**src/rtl/ase_pkg.sv**
```systemverilog
`timescale 1ns / 1ps
`default_nettype none

package ase_pkg;

    // Sizing
    localparam int DMEM_BYTES_DEF = 4096;
    localparam int NUM_REGS       = 16;
    localparam int REG_AW         = 4;
    localparam int RD_PORTS       = 3;
    localparam int OUT_DEPTH      = 4;
    localparam int OQ_PTR_W       = $clog2(OUT_DEPTH);
    localparam int OQ_CNT_W       = $clog2(OUT_DEPTH + 1);

    // Register-file read port roles
    localparam int RP_RN = 0;
    localparam int RP_RM = 1;
    localparam int RP_RX = 2;

    localparam logic [REG_AW-1:0] REG_R0 = 4'd0;
    localparam logic [REG_AW-1:0] REG_LR = 4'd14;
    localparam logic [REG_AW-1:0] REG_PC = 4'd15;

    // Request operations
    localparam logic [1:0] OP_EXEC = 2'd0;
    localparam logic [1:0] OP_WREG = 2'd1;
    localparam logic [1:0] OP_WMEM = 2'd2;

    // Instruction classes
    localparam logic [2:0] CLS_BX      = 3'd0;
    localparam logic [2:0] CLS_MUL     = 3'd1;
    localparam logic [2:0] CLS_DP      = 3'd2;
    localparam logic [2:0] CLS_BRANCH  = 3'd3;
    localparam logic [2:0] CLS_LS      = 3'd4;
    localparam logic [2:0] CLS_UNKNOWN = 3'd5;
    localparam logic [2:0] CLS_NONE    = 3'd6;

    // Encoding fields
    localparam logic [23:0] BX_PATTERN = 24'h12FFF1;
    localparam logic [3:0]  MUL_TAG    = 4'b1001;
    localparam logic [2:0]  BR_TAG     = 3'b101;
    localparam logic [1:0]  DP_TAG     = 2'b00;
    localparam logic [1:0]  LS_TAG     = 2'b01;

    // Data-processing opcodes
    localparam logic [3:0] OPC_SUB = 4'b0010;
    localparam logic [3:0] OPC_ADD = 4'b0100;
    localparam logic [3:0] OPC_CMP = 4'b1010;
    localparam logic [3:0] OPC_MOV = 4'b1101;

    // Branch conditions
    localparam logic [3:0] COND_EQ = 4'h0;
    localparam logic [3:0] COND_NE = 4'h1;
    localparam logic [3:0] COND_GE = 4'hA;
    localparam logic [3:0] COND_LT = 4'hB;
    localparam logic [3:0] COND_GT = 4'hC;
    localparam logic [3:0] COND_LE = 4'hD;
    localparam logic [3:0] COND_AL = 4'hE;

    typedef struct packed {
        logic              en;
        logic [REG_AW-1:0] addr;
        logic [31:0]       data;
    } rf_wr_t;

    typedef struct packed {
        logic        en;
        logic        wr;
        logic        byte_op;
        logic [31:0] addr;
        logic [31:0] wdata;
    } dm_cmd_t;

    typedef struct packed {
        logic [31:0] next_pc;
        logic [31:0] r0_value;
        logic [3:0]  flags_nzcv;
        logic [2:0]  inst_class;
        logic        branch_taken;
        logic        halted;
        logic [31:0] dp_count;
        logic [31:0] branch_total;
        logic [31:0] memory_total;
        logic [31:0] taken_total;
    } rsp_t;

endpackage

`default_nettype wire

```
**src/rtl/ase_ram.sv**
```systemverilog
`timescale 1ns / 1ps
`default_nettype none

// Simple dual-port RAM, one write and one registered read per cycle.
// A read of the address being written returns the old contents.
module ase_ram #(
    parameter int WIDTH = 32,
    parameter int DEPTH = 16,
    localparam int AW = (DEPTH > 1) ? $clog2(DEPTH) : 1
) (
    input  wire logic             clk,
    input  wire logic             we,
    input  wire logic [AW-1:0]    waddr,
    input  wire logic [WIDTH-1:0] wdata,
    input  wire logic [AW-1:0]    raddr,
    output logic      [WIDTH-1:0] rdata
);

    logic [WIDTH-1:0] mem [DEPTH];

    always_ff @(posedge clk)
    begin
        if (we)
        begin
            mem[waddr] <= wdata;
        end
        rdata <= mem[raddr];
    end

endmodule

`default_nettype wire

```
**src/rtl/ase_regfile.sv**
```systemverilog
`timescale 1ns / 1ps
`default_nettype none

// Register file: one RAM copy per read port, all written together.
// Entries never written read as zero; the write of the read cycle is forwarded.
module ase_regfile import ase_pkg::*; (
    input  wire logic                               clk,
    input  wire logic                               rst_n,
    input  wire logic [RD_PORTS-1:0][REG_AW-1:0]    raddr,
    input  wire rf_wr_t                             wr,
    output logic      [RD_PORTS-1:0][31:0]          rdata
);

    logic [NUM_REGS-1:0]              valid_reg;
    logic [NUM_REGS-1:0]              valid_next;
    logic                             fwd_en_reg;
    logic [REG_AW-1:0]                fwd_addr_reg;
    logic [31:0]                      fwd_data_reg;
    logic [RD_PORTS-1:0][REG_AW-1:0]  raddr_reg;
    logic [RD_PORTS-1:0][31:0]        ram_q;

    always_comb
    begin
        valid_next = valid_reg;
        if (wr.en)
        begin
            valid_next[wr.addr] = 1'b1;
        end
    end

    always_ff @(posedge clk or negedge rst_n)
    begin
        if (!rst_n)
        begin
            valid_reg  <= '0;
            fwd_en_reg <= 1'b0;
        end
        else
        begin
            valid_reg  <= valid_next;
            fwd_en_reg <= wr.en;
        end
    end

    always_ff @(posedge clk)
    begin
        fwd_addr_reg <= wr.addr;
        fwd_data_reg <= wr.data;
        raddr_reg    <= raddr;
    end

    for (genvar p = 0; p < RD_PORTS; p++)
    begin : g_port
        ase_ram #(
            .WIDTH (32),
            .DEPTH (NUM_REGS)
        ) u_copy (
            .clk   (clk),
            .we    (wr.en),
            .waddr (wr.addr),
            .wdata (wr.data),
            .raddr (raddr[p]),
            .rdata (ram_q[p])
        );

        assign rdata[p] = (fwd_en_reg && (fwd_addr_reg == raddr_reg[p])) ? fwd_data_reg :
                          (valid_reg[raddr_reg[p]] ? ram_q[p] : 32'd0);
    end

endmodule

`default_nettype wire

```
**config.mk**
```make
export PLATFORM = sky130hd
export DESIGN_NAME = ase_regfile
export DESIGN_NICKNAME = d
export VERILOG_FILES = /design/src/rtl/ase_pkg.sv /design/src/rtl/ase_ram.sv /design/src/rtl/ase_regfile.sv
export SDC_FILE = /design/constraint.sdc
export NUM_CORES = 1
export LEC_CHECK = 0
export BUFFER_PORTS_ARGS = -buffer_cell sky130_fd_sc_hd__buf_4
export CAP_MARGIN = 20
export CORE_ASPECT_RATIO = 0.7
export CORE_MARGIN = 1
export CORE_UTILIZATION = 40
export DETAILED_ROUTE_END_ITERATION = 8
export GPL_TIMING_DRIVEN = 0
export HOLD_SLACK_MARGIN = 0.02
export PLACE_DENSITY = 0.58
export SLEW_MARGIN = 10
export SYNTH_ARGS = -nofsm -noshare
export SYNTH_HDL_FRONTEND = slang
export SYNTH_HIERARCHICAL = 1
export SYNTH_SLANG_ARGS = --single-unit
```
**constraint.sdc**
```tcl
create_clock -name clk -period 2.4 [get_ports clk]
set_clock_uncertainty 0.1 [all_clocks]
set_input_delay 0.24 -clock clk [delete_from_list [all_inputs] [get_ports clk]]
set_output_delay 0.24 -clock clk [all_outputs]
set_load 0.02 [all_outputs]
```
==> reports/qor.txt <==
Skew-Pair Late Insertion Delay -> 810 ps
Routed wire per std cell -> 31.7 um
WP data arrival -> 2730 ps
Sw frac -> 0.236
Rows -> 121
Sequential Power Share -> 0.515
H-tree depth -> 4
Detailed Route WL -> 176 mm
Critical R2R Launch -> g_port[1].u_copy/mem[11][20]
Mean Syn Cell Area -> 22.0 sq um
Internal power -> 49.7 mW
Setup ws final -> -669 ps
Worst r2r path cells -> 3
Status -> complete, but fails checks
PwrDens -> 851 nW/um^2
Area Overhead vs Synth -> 20.9%
Worst-Margin Slew -> 1080 ps
Critical Path Fanout Max -> 10
Clock Tree Buf Depth -> 3
Max reg flops -> 1536
Starting density of the core -> 0.405
Hold Path Class -> in2reg
Largest net degree at the start of global routing -> 50
DRC -> 0
Number of global-route vias before repair -> 31.3k
Switch Pwr -> 15.3 mW
FMAX -> 0.326 GHz
Clock root buffer master -> clkbuf_16
Vias -> 32.2k
Worst setup SP type -> register
Initial antenna violation count -> 16
Antenna Nets Post-Route -> 0
Die width -> 477 um
Warnings from Yosys -> 6
All-Layer GR Usage -> 0.220
# Max-Cap Violations -> 0
Critical path endpoint category -> output pin
Register area share after synthesis -> 0.781
Logic pwr share -> 0.096
Layout cell share with drive strength beyond 1 -> 0.322
# clock sinks -> 1697
Placed wire-length estimate -> 114 mm
Post-DR vias/cell -> 5.80
Routability Congestion -> 0.840
Iteration-0 DRC Markers -> 4649
Critical Path RT -> 2060 ps
Die area -> 160000 sq um
First-pass GRT wire length -> 247 mm
WS Path Type -> reg2out
Mapped Cells -> 2880
RSZ-0062 raised after global routing -> true
R2r setup slk -> 620 ps
Hold EP -> raddr_reg[7]
Num ports -> 147
Cell depth of the worst hold path -> 2
Synth Net Count -> 2931
Leak -> 24.3 nW
Hold Fails Final Rpt -> 0
Cell area after placement -> 68600 sq um
Worst Hold Launch -> raddr[7]
Reg clk slew, reported paths -> 60 ps
Slew Limit Fails -> 0
Most common cell after layout, fill and taps aside -> edfxtp_1
Reg-to-Reg End -> g_port[1].u_copy/rdata[20]
DIE HEIGHT -> 335 um
CTS tree -> yes
Placeable Area -> 156000 sq um
NumNets Final -> 3376
Violated checks -> negative setup slack
Peak VDD IR -> 529 uV
Setup TNS -> -55370 ps
Total congestion overflow -> 0
Drt first pass iters -> 5
Final Cell Area -> 76500 sq um
Crit path time final -> 3070 ps
Worst Setup SP -> raddr_reg[8]
Distinct cells, synth -> 30
Port Buffers -> 146
Rel. slew slack -> 0.280
Final core occ -> 0.490
Clock Power Share -> 0.389
#FFs+latches synth -> 1697
Total CTS buffers -> 159
Cell Area, Synth -> 63300 sq um
Tcrit/Tclk final -> 1.28
Most frequent cells in the layout -> 1536 x edfxtp_1, 395 x mux4_2, 188 x a22oi_1
Final setup viols -> 96
-- repair_timing --
action / in CTS / in global routing
setup endpoints to repair: 96 / 134
buffers inserted: 14 / 8
pin swaps: 4 / 5
hold buffers: 53 / 0
endpoints found under the hold margin: 1622 / 0
resized for setup: 264 / 110
cloned: 4 / 1
-- worst max-delay path, cell delays in order (launching register included) --
cell and delay [ps]:
dfxtp_2 320, buf_6 130, mux4_2 330, mux2i_1 70
mux2_4 340, buf_12 180, o2bb2ai_2 340, buf_4 220
-- area by class of cell --
type / count / area, sq um
fill: 12478 / 79700
sequential: 1697 / 49400
multi-input combinational: 1012 / 14600
clock buffer: 221 / 4480
timing repair buffer: 287 / 3540
tap: 2091 / 2620
buffer: 168 / 1020
clock inverter: 75 / 766
antenna: 1 / 2.50
-- cells in the mapped netlist --
cell,count,share of area
edfxtp_1,1536,0.73
mux4_2,387,0.14
a22oi_1,192,0.023
dfxtp_1,144,0.046
nand2_1,102,0.0060
o21ai_0,96,0.0076
o2bb2ai_1,95,0.013
clkbuf_1,81,0.0048
nor2_1,43,0.0025
buf_4,33,0.0039
buf_1,27,0.0016
dfrtp_1,17,0.0067
nor3_1,13,0.0010
buf_2,12,0.00095
nor2b_1,12,0.0012
xnor2_1,12,0.0017
buf_6,9,0.0016
buf_8,9,0.0021
mux4_1,9,0.0037
a31o_2,8,0.0011
a21o_1,6,0.00071
mux2i_1,6,0.00095
nand2b_1,6,0.00059
nand3_1,6,0.00047
nand3b_1,6,0.00071
and2_1,4,0.00040
mux2_4,3,0.00071
or3b_2,3,0.00042
a41o_1,2,0.00032
o2bb2ai_2,1,0.00024
-- worst max path at each step --
stage                                               to  slack, ps  cells past startpoint
final                                        rdata[83]       -670                      7
after global placement    g_port[0].u_copy/mem[13][18]      -2100                      3
after global routing                         rdata[70]       -710                      8
after detailed placement                     rdata[81]      -1150                      6
after floorplan             g_port[0].u_copy/mem[1][0]       -270                      2
after CTS                                    rdata[47]       -710                      9
-- power groups by stage --
| stage | clock network [mW] | logic, mW | registers (mW) |
|---|---|---|---|
| after floorplan | 0 | 2.68 | 33.8 |
| after global placement | 0 | 5.00 | 34.1 |
| after detailed placement | 0 | 5.17 | 34.1 |
| after CTS | 25.7 | 6.04 | 33.5 |
| after global routing | 26.8 | 6.50 | 33.5 |
| final | 25.3 | 6.24 | 33.5 |
-- stage by stage --
| step | cells | total power, mW | setup WS [ps] | hold slack, ps |
|---|---|---|---|---|
| 3_3_place_gp | 5117 | 39.1 | -2100 | 17.2 |
| 5_1_grt | 5552 | 66.9 | -714 | 49.5 |
| 4_1_cts | 5545 | 65.2 | -713 | 26.1 |
| 6_report | 5552 | 65.1 | -669 | 79.7 |
| 3_5_place_dp | 5179 | 39.2 | -1150 | 21.5 |
| 2_1_floorplan | 2880 | 36.5 | -268 | -156 |
-- routing by layer --
layer,global-route usage,vias to the layer above,share of wire
li1,-,13092,-
met5,0,-,0.00024
met2,0.316,1666,0.44
met1,0.338,17237,0.44
met4,0.0603,6,0.023
met3,0.0465,208,0.099
-- logic make-up after synthesis --
logic type / Yosys count / synth area share
DFF: 1697 / 0.781
muxes: 405 / 0.143
AOI/OAI and AO/OA: 400 / 0.0459
and+or+nand+nor: 195 / 0.0134
buffers and inverters: 171 / 0.0150
xor gates and xnor gates: 12 / 0.00166
Power figures use the tool's default switching activity.
