`src/rtl/ase_pkg.sv`:
```
`timescale 1ns / 1ps
`default_nettype none

package ase_pkg;

    // Sizing
    localparam int DMEM_BYTES_DEF = 4096;
    localparam int NUM_REGS       = 16;
    localparam int REG_AW         = 4;
    localparam int RD_PORTS       = 3;
    localparam int OUT_DEPTH      = 4;
    localparam int OQ_PTR_W       = $clog2(OUT_DEPTH);
    localparam int OQ_CNT_W       = $clog2(OUT_DEPTH + 1);

    // Register-file read port roles
    localparam int RP_RN = 0;
    localparam int RP_RM = 1;
    localparam int RP_RX = 2;

    localparam logic [REG_AW-1:0] REG_R0 = 4'd0;
    localparam logic [REG_AW-1:0] REG_LR = 4'd14;
    localparam logic [REG_AW-1:0] REG_PC = 4'd15;

    // Request operations
    localparam logic [1:0] OP_EXEC = 2'd0;
    localparam logic [1:0] OP_WREG = 2'd1;
    localparam logic [1:0] OP_WMEM = 2'd2;

    // Instruction classes
    localparam logic [2:0] CLS_BX      = 3'd0;
    localparam logic [2:0] CLS_MUL     = 3'd1;
    localparam logic [2:0] CLS_DP      = 3'd2;
    localparam logic [2:0] CLS_BRANCH  = 3'd3;
    localparam logic [2:0] CLS_LS      = 3'd4;
    localparam logic [2:0] CLS_UNKNOWN = 3'd5;
    localparam logic [2:0] CLS_NONE    = 3'd6;

    // Encoding fields
    localparam logic [23:0] BX_PATTERN = 24'h12FFF1;
    localparam logic [3:0]  MUL_TAG    = 4'b1001;
    localparam logic [2:0]  BR_TAG     = 3'b101;
    localparam logic [1:0]  DP_TAG     = 2'b00;
    localparam logic [1:0]  LS_TAG     = 2'b01;

    // Data-processing opcodes
    localparam logic [3:0] OPC_SUB = 4'b0010;
    localparam logic [3:0] OPC_ADD = 4'b0100;
    localparam logic [3:0] OPC_CMP = 4'b1010;
    localparam logic [3:0] OPC_MOV = 4'b1101;

    // Branch conditions
    localparam logic [3:0] COND_EQ = 4'h0;
    localparam logic [3:0] COND_NE = 4'h1;
    localparam logic [3:0] COND_GE = 4'hA;
    localparam logic [3:0] COND_LT = 4'hB;
    localparam logic [3:0] COND_GT = 4'hC;
    localparam logic [3:0] COND_LE = 4'hD;
    localparam logic [3:0] COND_AL = 4'hE;

    typedef struct packed {
        logic              en;
        logic [REG_AW-1:0] addr;
        logic [31:0]       data;
    } rf_wr_t;

    typedef struct packed {
        logic        en;
        logic        wr;
        logic        byte_op;
        logic [31:0] addr;
        logic [31:0] wdata;
    } dm_cmd_t;

    typedef struct packed {
        logic [31:0] next_pc;
        logic [31:0] r0_value;
        logic [3:0]  flags_nzcv;
        logic [2:0]  inst_class;
        logic        branch_taken;
        logic        halted;
        logic [31:0] dp_count;
        logic [31:0] branch_total;
        logic [31:0] memory_total;
        logic [31:0] taken_total;
    } rsp_t;

endpackage

`default_nettype wire

```
`src/rtl/ase_if.sv`:
```
`timescale 1ns / 1ps
`default_nettype none


interface ase_rsp_if;
    logic        valid;
    logic        ready;
    logic [31:0] next_pc;
    logic [31:0] r0_value;
    logic [3:0]  flags_nzcv;
    logic [2:0]  inst_class;
    logic        branch_taken;
    logic        halted;
    logic [31:0] dp_count;
    logic [31:0] branch_total;
    logic [31:0] memory_total;
    logic [31:0] taken_total;

    modport source (
        output valid, next_pc, r0_value, flags_nzcv, inst_class, branch_taken, halted,
               dp_count, branch_total, memory_total, taken_total,
        input  ready
    );
    modport sink (
        input  valid, next_pc, r0_value, flags_nzcv, inst_class, branch_taken, halted,
               dp_count, branch_total, memory_total, taken_total,
        output ready
    );
endinterface

`default_nettype wire

```
`src/rtl/ase_outq.sv`:
```
`timescale 1ns / 1ps
`default_nettype none

// Result queue between the execute logic and the response channel.
module ase_outq import ase_pkg::*; (
    input  wire logic                 clk,
    input  wire logic                 rst_n,
    input  wire logic                 push,
    input  wire rsp_t                 push_data,
    output logic [OQ_CNT_W-1:0]       count,
    ase_rsp_if.source                 rsp
);

    rsp_t                entries_reg [OUT_DEPTH];
    logic [OQ_PTR_W-1:0] head_reg;
    logic [OQ_PTR_W-1:0] head_next;
    logic [OQ_PTR_W-1:0] tail_reg;
    logic [OQ_PTR_W-1:0] tail_next;
    logic [OQ_CNT_W-1:0] count_reg;
    logic [OQ_CNT_W-1:0] count_next;
    logic                pop;
    rsp_t                head_data;

    assign pop   = (count_reg != '0) && rsp.ready;
    assign count = count_reg;

    always_comb
    begin
        head_next  = head_reg;
        tail_next  = tail_reg;
        count_next = count_reg;
        if (pop)
        begin
            head_next = head_reg + 1'b1;
        end
        if (push)
        begin
            tail_next = tail_reg + 1'b1;
        end
        if (push && !pop)
        begin
            count_next = count_reg + 1'b1;
        end
        else if (pop && !push)
        begin
            count_next = count_reg - 1'b1;
        end
    end

    always_ff @(posedge clk or negedge rst_n)
    begin
        if (!rst_n)
        begin
            head_reg  <= '0;
            tail_reg  <= '0;
            count_reg <= '0;
        end
        else
        begin
            head_reg  <= head_next;
            tail_reg  <= tail_next;
            count_reg <= count_next;
        end
    end

    always_ff @(posedge clk)
    begin
        if (push)
        begin
            entries_reg[tail_reg] <= push_data;
        end
    end

    assign head_data = entries_reg[head_reg];

    assign rsp.valid        = (count_reg != '0);
    assign rsp.next_pc      = head_data.next_pc;
    assign rsp.r0_value     = head_data.r0_value;
    assign rsp.flags_nzcv   = head_data.flags_nzcv;
    assign rsp.inst_class   = head_data.inst_class;
    assign rsp.branch_taken = head_data.branch_taken;
    assign rsp.halted       = head_data.halted;
    assign rsp.dp_count     = head_data.dp_count;
    assign rsp.branch_total = head_data.branch_total;
    assign rsp.memory_total = head_data.memory_total;
    assign rsp.taken_total  = head_data.taken_total;

endmodule

`default_nettype wire
```
`src/flat_wrapper.sv`:
```
// flat-port wrapper written by rule: the top's interface ports become plain ports
module ase_outq_flat import ase_pkg::*;
  (clk, rst_n, push, push_data, count, rsp_valid, rsp_next_pc, rsp_r0_value, rsp_flags_nzcv, rsp_inst_class, rsp_branch_taken, rsp_halted, rsp_dp_count, rsp_branch_total, rsp_memory_total, rsp_taken_total, rsp_ready);
  ase_rsp_if rsp_i ();
  input  wire logic clk;
  input  wire logic rst_n;
  input  wire logic push;
  input  wire rsp_t push_data;
  output logic [OQ_CNT_W-1:0] count;
  output wire logic [$bits(rsp_i.valid)-1:0] rsp_valid;
  output wire logic [$bits(rsp_i.next_pc)-1:0] rsp_next_pc;
  output wire logic [$bits(rsp_i.r0_value)-1:0] rsp_r0_value;
  output wire logic [$bits(rsp_i.flags_nzcv)-1:0] rsp_flags_nzcv;
  output wire logic [$bits(rsp_i.inst_class)-1:0] rsp_inst_class;
  output wire logic [$bits(rsp_i.branch_taken)-1:0] rsp_branch_taken;
  output wire logic [$bits(rsp_i.halted)-1:0] rsp_halted;
  output wire logic [$bits(rsp_i.dp_count)-1:0] rsp_dp_count;
  output wire logic [$bits(rsp_i.branch_total)-1:0] rsp_branch_total;
  output wire logic [$bits(rsp_i.memory_total)-1:0] rsp_memory_total;
  output wire logic [$bits(rsp_i.taken_total)-1:0] rsp_taken_total;
  input wire logic [$bits(rsp_i.ready)-1:0] rsp_ready;
  assign rsp_valid = rsp_i.valid;
  assign rsp_next_pc = rsp_i.next_pc;
  assign rsp_r0_value = rsp_i.r0_value;
  assign rsp_flags_nzcv = rsp_i.flags_nzcv;
  assign rsp_inst_class = rsp_i.inst_class;
  assign rsp_branch_taken = rsp_i.branch_taken;
  assign rsp_halted = rsp_i.halted;
  assign rsp_dp_count = rsp_i.dp_count;
  assign rsp_branch_total = rsp_i.branch_total;
  assign rsp_memory_total = rsp_i.memory_total;
  assign rsp_taken_total = rsp_i.taken_total;
  assign rsp_i.ready = rsp_ready;
  ase_outq u_core (.clk(clk), .rst_n(rst_n), .push(push), .push_data(push_data), .count(count), .rsp(rsp_i));
endmodule
```
`config.mk`:
```
export PLATFORM = sky130hd
export DESIGN_NAME = ase_outq_flat
export DESIGN_NICKNAME = d
export VERILOG_FILES = /design/src/rtl/ase_pkg.sv /design/src/rtl/ase_if.sv /design/src/rtl/ase_outq.sv /design/src/flat_wrapper.sv
export SDC_FILE = /design/constraint.sdc
export NUM_CORES = 1
export LEC_CHECK = 0
export BUFFER_PORTS_ARGS = -buffer_cell sky130_fd_sc_hd__buf_2
export CAP_MARGIN = 40
export CORE_MARGIN = 3
export CORE_UTILIZATION = 30
export CTS_CLUSTER_DIAMETER = 30
export DETAILED_ROUTE_END_ITERATION = 12
export PLACE_DENSITY = 0.49
export SYNTH_ARGS = -nofsm -noshare
export SYNTH_HDL_FRONTEND = slang
export SYNTH_SLANG_ARGS = --single-unit
```
`constraint.sdc`:
```
create_clock -name clk -period 6.4 [get_ports clk]
set_input_delay 0.64 -clock clk [delete_from_list [all_inputs] [get_ports clk]]
set_output_delay 0.64 -clock clk [all_outputs]
set_load 0.1 [all_outputs]
```
==> summary.txt <==
Layout
  – Reg area: ~24000 um2
  – Fraction of final layout cells with drive strength greater than 1: between 50 and 60%
  – Final instance count without filler cells: 3076
  – Nets: around 1900
  – End-of-flow core utilization: 40.4%
  – Footprint of the multi-input gates: 4740 um2
  – Top library cells by usage in the layout, fill and taps aside: sky130_fd_sc_hd__edfxtp_1 (804), sky130_fd_sc_hd__buf_2 (409), sky130_fd_sc_hd__mux4_2 (201)
  – Max reg flops: 804
  – Layout overhead on the synthesized area: 33.2%
  – Layout Cell Area excl Fill: a little under 40000 um2
  – Most common cell after layout, fill and taps aside: sky130_fd_sc_hd__edfxtp_1
  – Number of filler instances in the final layout: just under 9000

Route
  – Total wire length: around 64000 um
  – First-pass iteration count of the detailed router: 4
  – DRC: 0
  – Routed wire length per instance: 20.8 um
  – Detailed-route via count: 13600
  – Number of routed nets with antenna violations: 0
  – Initial drt markers: 706
  – Number of vias per cell after detailed routing: approximately 4.4

STA
  – Fmax achieved: 260 MHz
  – Finish-stage setup viols: 0
  – Post-layout min period: 3.85 ns
  – Share of the cycle needed by the critical path after routing: approximately three fifths
  – RSZ-0062 raised after global routing: false
  – Clock tree skew after final layout: 0.0214 ns
  – Slew headroom: 17.6%
  – Pins Over Slew Limit: 0
  – Number of endpoints with negative hold slack in the final report: 0
  – Setup TNS after final layout: 0 ns
  – Slew at the pin with the worst max-slew slack: 1.24 ns

Critical path
  – Worst path arrival time: 3.21 ns
  – Required time worst endpoint: 5.76 ns
  – Slack of the worst reg-to-reg path: 3.76 ns
  – Startpoint kind of the worst setup timing path: register
  – Setup CP Type: register to output port
  – Worst Setup End Kind: output port
  – Top fanout value on the critical path: 63

Placed design
  – Final weighted congestion in routability-driven placement: 0.697
  – Total cell area at the placement stage: 33000 um2
  – HPWL after detailed placement: 36900 um
  – Quantity of I/O buffers inserted on ports: 409
  – Cell Count Post-Placement: 2740

Floorplanning
  – Full die area: 102000 um2
  – Die span in x: 319 um
  – Boundary pin count: 410
  – Standard cell core area: roughly 97000 um2
  – Initial core utilization: about 30%
  – Rows: between 100 and 150
  – Die Span Y: 319 um

Logic synthesis
  – Netlist Area Pre-Place: 29400 um2
  – Yosys cell types: 21
  – Number of standard cells after synthesis: 1083
  – Register area share after synthesis: 82.7%
  – Post-synth net total: approximately 1300
  – Average cell area after synthesis: 27.2 um2
  – Number of warnings issued by yosys: 0
  – Register bit count reported by yosys: 811

CTS
  – # Post-CTS Setup Buffers: 0
  – Quantity of gates resized following cts: 0
  – Clock transition at the registers of the reported paths: 0.05 ns
  – Clk Latency, worst-skew pair: between 0.7 and 0.8 ns
  – Number of buffers added to fix hold violations after cts: 1
  – Clock buffer depth: 3
  – Root Buffer: sky130_fd_sc_hd__clkbuf_16
  – Number of levels the H-tree was split into: 4
  – Clock sinks: slightly above 800
  – Number of CTS-inserted buffers: 173
  – Clock tree from TritonCTS: done

Global route
  – Gr ovfl total: 0
  – Gr usage total: 12.7%
  – Pin count of the biggest net entering global routing: about 120
  – First-pass GRT wire length: between 90000 and 100000 um
  – Vias in the first global route: 15200
  – Initial antenna violation count: 23

Outcome
  – Result of the run: finished clean

Flow run
  – Max-cap violations: 0

Hold path
  – Tightest Hold Check Type: input pin to register
==> Yosys cell counts <==
library cell	count	share of area (%)
sky130_fd_sc_hd__edfxtp_1	804	82
sky130_fd_sc_hd__mux4_2	201	15
sky130_fd_sc_hd__buf_2	20	0.34
sky130_fd_sc_hd__buf_6	19	0.73
sky130_fd_sc_hd__dfrtp_1	7	0.60
sky130_fd_sc_hd__ha_1	5	0.21
sky130_fd_sc_hd__and2_1	4	0.085
sky130_fd_sc_hd__clkbuf_1	3	0.038
sky130_fd_sc_hd__inv_1	3	0.038
sky130_fd_sc_hd__xnor2_1	3	0.089
sky130_fd_sc_hd__xor2_1	3	0.089
sky130_fd_sc_hd__nand2_1	2	0.026
sky130_fd_sc_hd__buf_1	1	0.013
sky130_fd_sc_hd__buf_4	1	0.026
sky130_fd_sc_hd__buf_8	1	0.051
sky130_fd_sc_hd__fa_1	1	0.068
sky130_fd_sc_hd__mux2_2	1	0.038
sky130_fd_sc_hd__nand3_1	1	0.017
sky130_fd_sc_hd__nor2_1	1	0.013
sky130_fd_sc_hd__o21ai_0	1	0.017
sky130_fd_sc_hd__or3_1	1	0.021
==> critical path, cell delays in order, from the launching register on <==
cell	delay [ns]
sky130_fd_sc_hd__dfrtp_4	0.87
sky130_fd_sc_hd__buf_12	0.38
sky130_fd_sc_hd__mux4_2	0.62
sky130_fd_sc_hd__buf_2	0.31
==> layout make-up <==
class / count / area share, %
Inverter: 3 / 0.0287
Multi-Input combinational cell: 224 / 12.1
Clock inverter: 137 / 4.42
Tap cell: 1276 / 4.08
Clock buffer: 186 / 11.3
Timing Repair Buffer: 427 / 5.93
Sequential cell: 811 / 62.1
Antenna cell: 12 / 0.0767
==> layer usage <==
layer  vias to the layer above  share of wire [%]  GRT usage (%)  wire length (um)
met4                        18                2.5           5.00              1630
met5                         -               0.18              0               117
met2                       448                 50           20.7             31900
met1                      7052                 38           14.6             24600
li1                       5953                  -              -                 -
met3                       143                9.0           5.98              5740
==> cell families after synthesis <==
logic type	Yosys count	share of synthesized area [%]
DFF	811	82.7
muxes	202	15.4
buffers and inverters	48	1.23
and+or+nand+nor	9	0.162
xor gates and xnor gates	6	0.179
adders and majority gates	6	0.281
AOI/OAI and AO/OA	1	0.0170
==> metrics by stage <==
step	setup slack, ns	hold slack [ns]
after floorplan	0.615	0.344
after global placement	3.22	0.466
after detailed placement	3.20	0.474
after CTS	2.37	0.0340
after global routing	2.27	0.0686
final	2.55	0.125
==> path summary, 6_finish.rpt <==
| kind | startpoint | end | cells past startpoint |
|---|---|---|---|
| setup / recovery | u_core.head_reg[0] | rsp_branch_taken | 3 |
| hold / removal | push_data[157] | u_core.entries_reg[0][157] | 1 |
| setup reg to reg | u_core.tail_reg[0] | u_core.entries_reg[2][103] | 4 |
| hold reg to reg | u_core.count[2] | u_core.count[2] | 1 |
| max in group asynchronous | rst_n | u_core.head_reg[0] | 2 |
| min in group asynchronous | rst_n | u_core.count[2] | 2 |
Power is not shown: default switching activity piles up to over one toggle a cycle in this logic, so the estimate is an artifact.
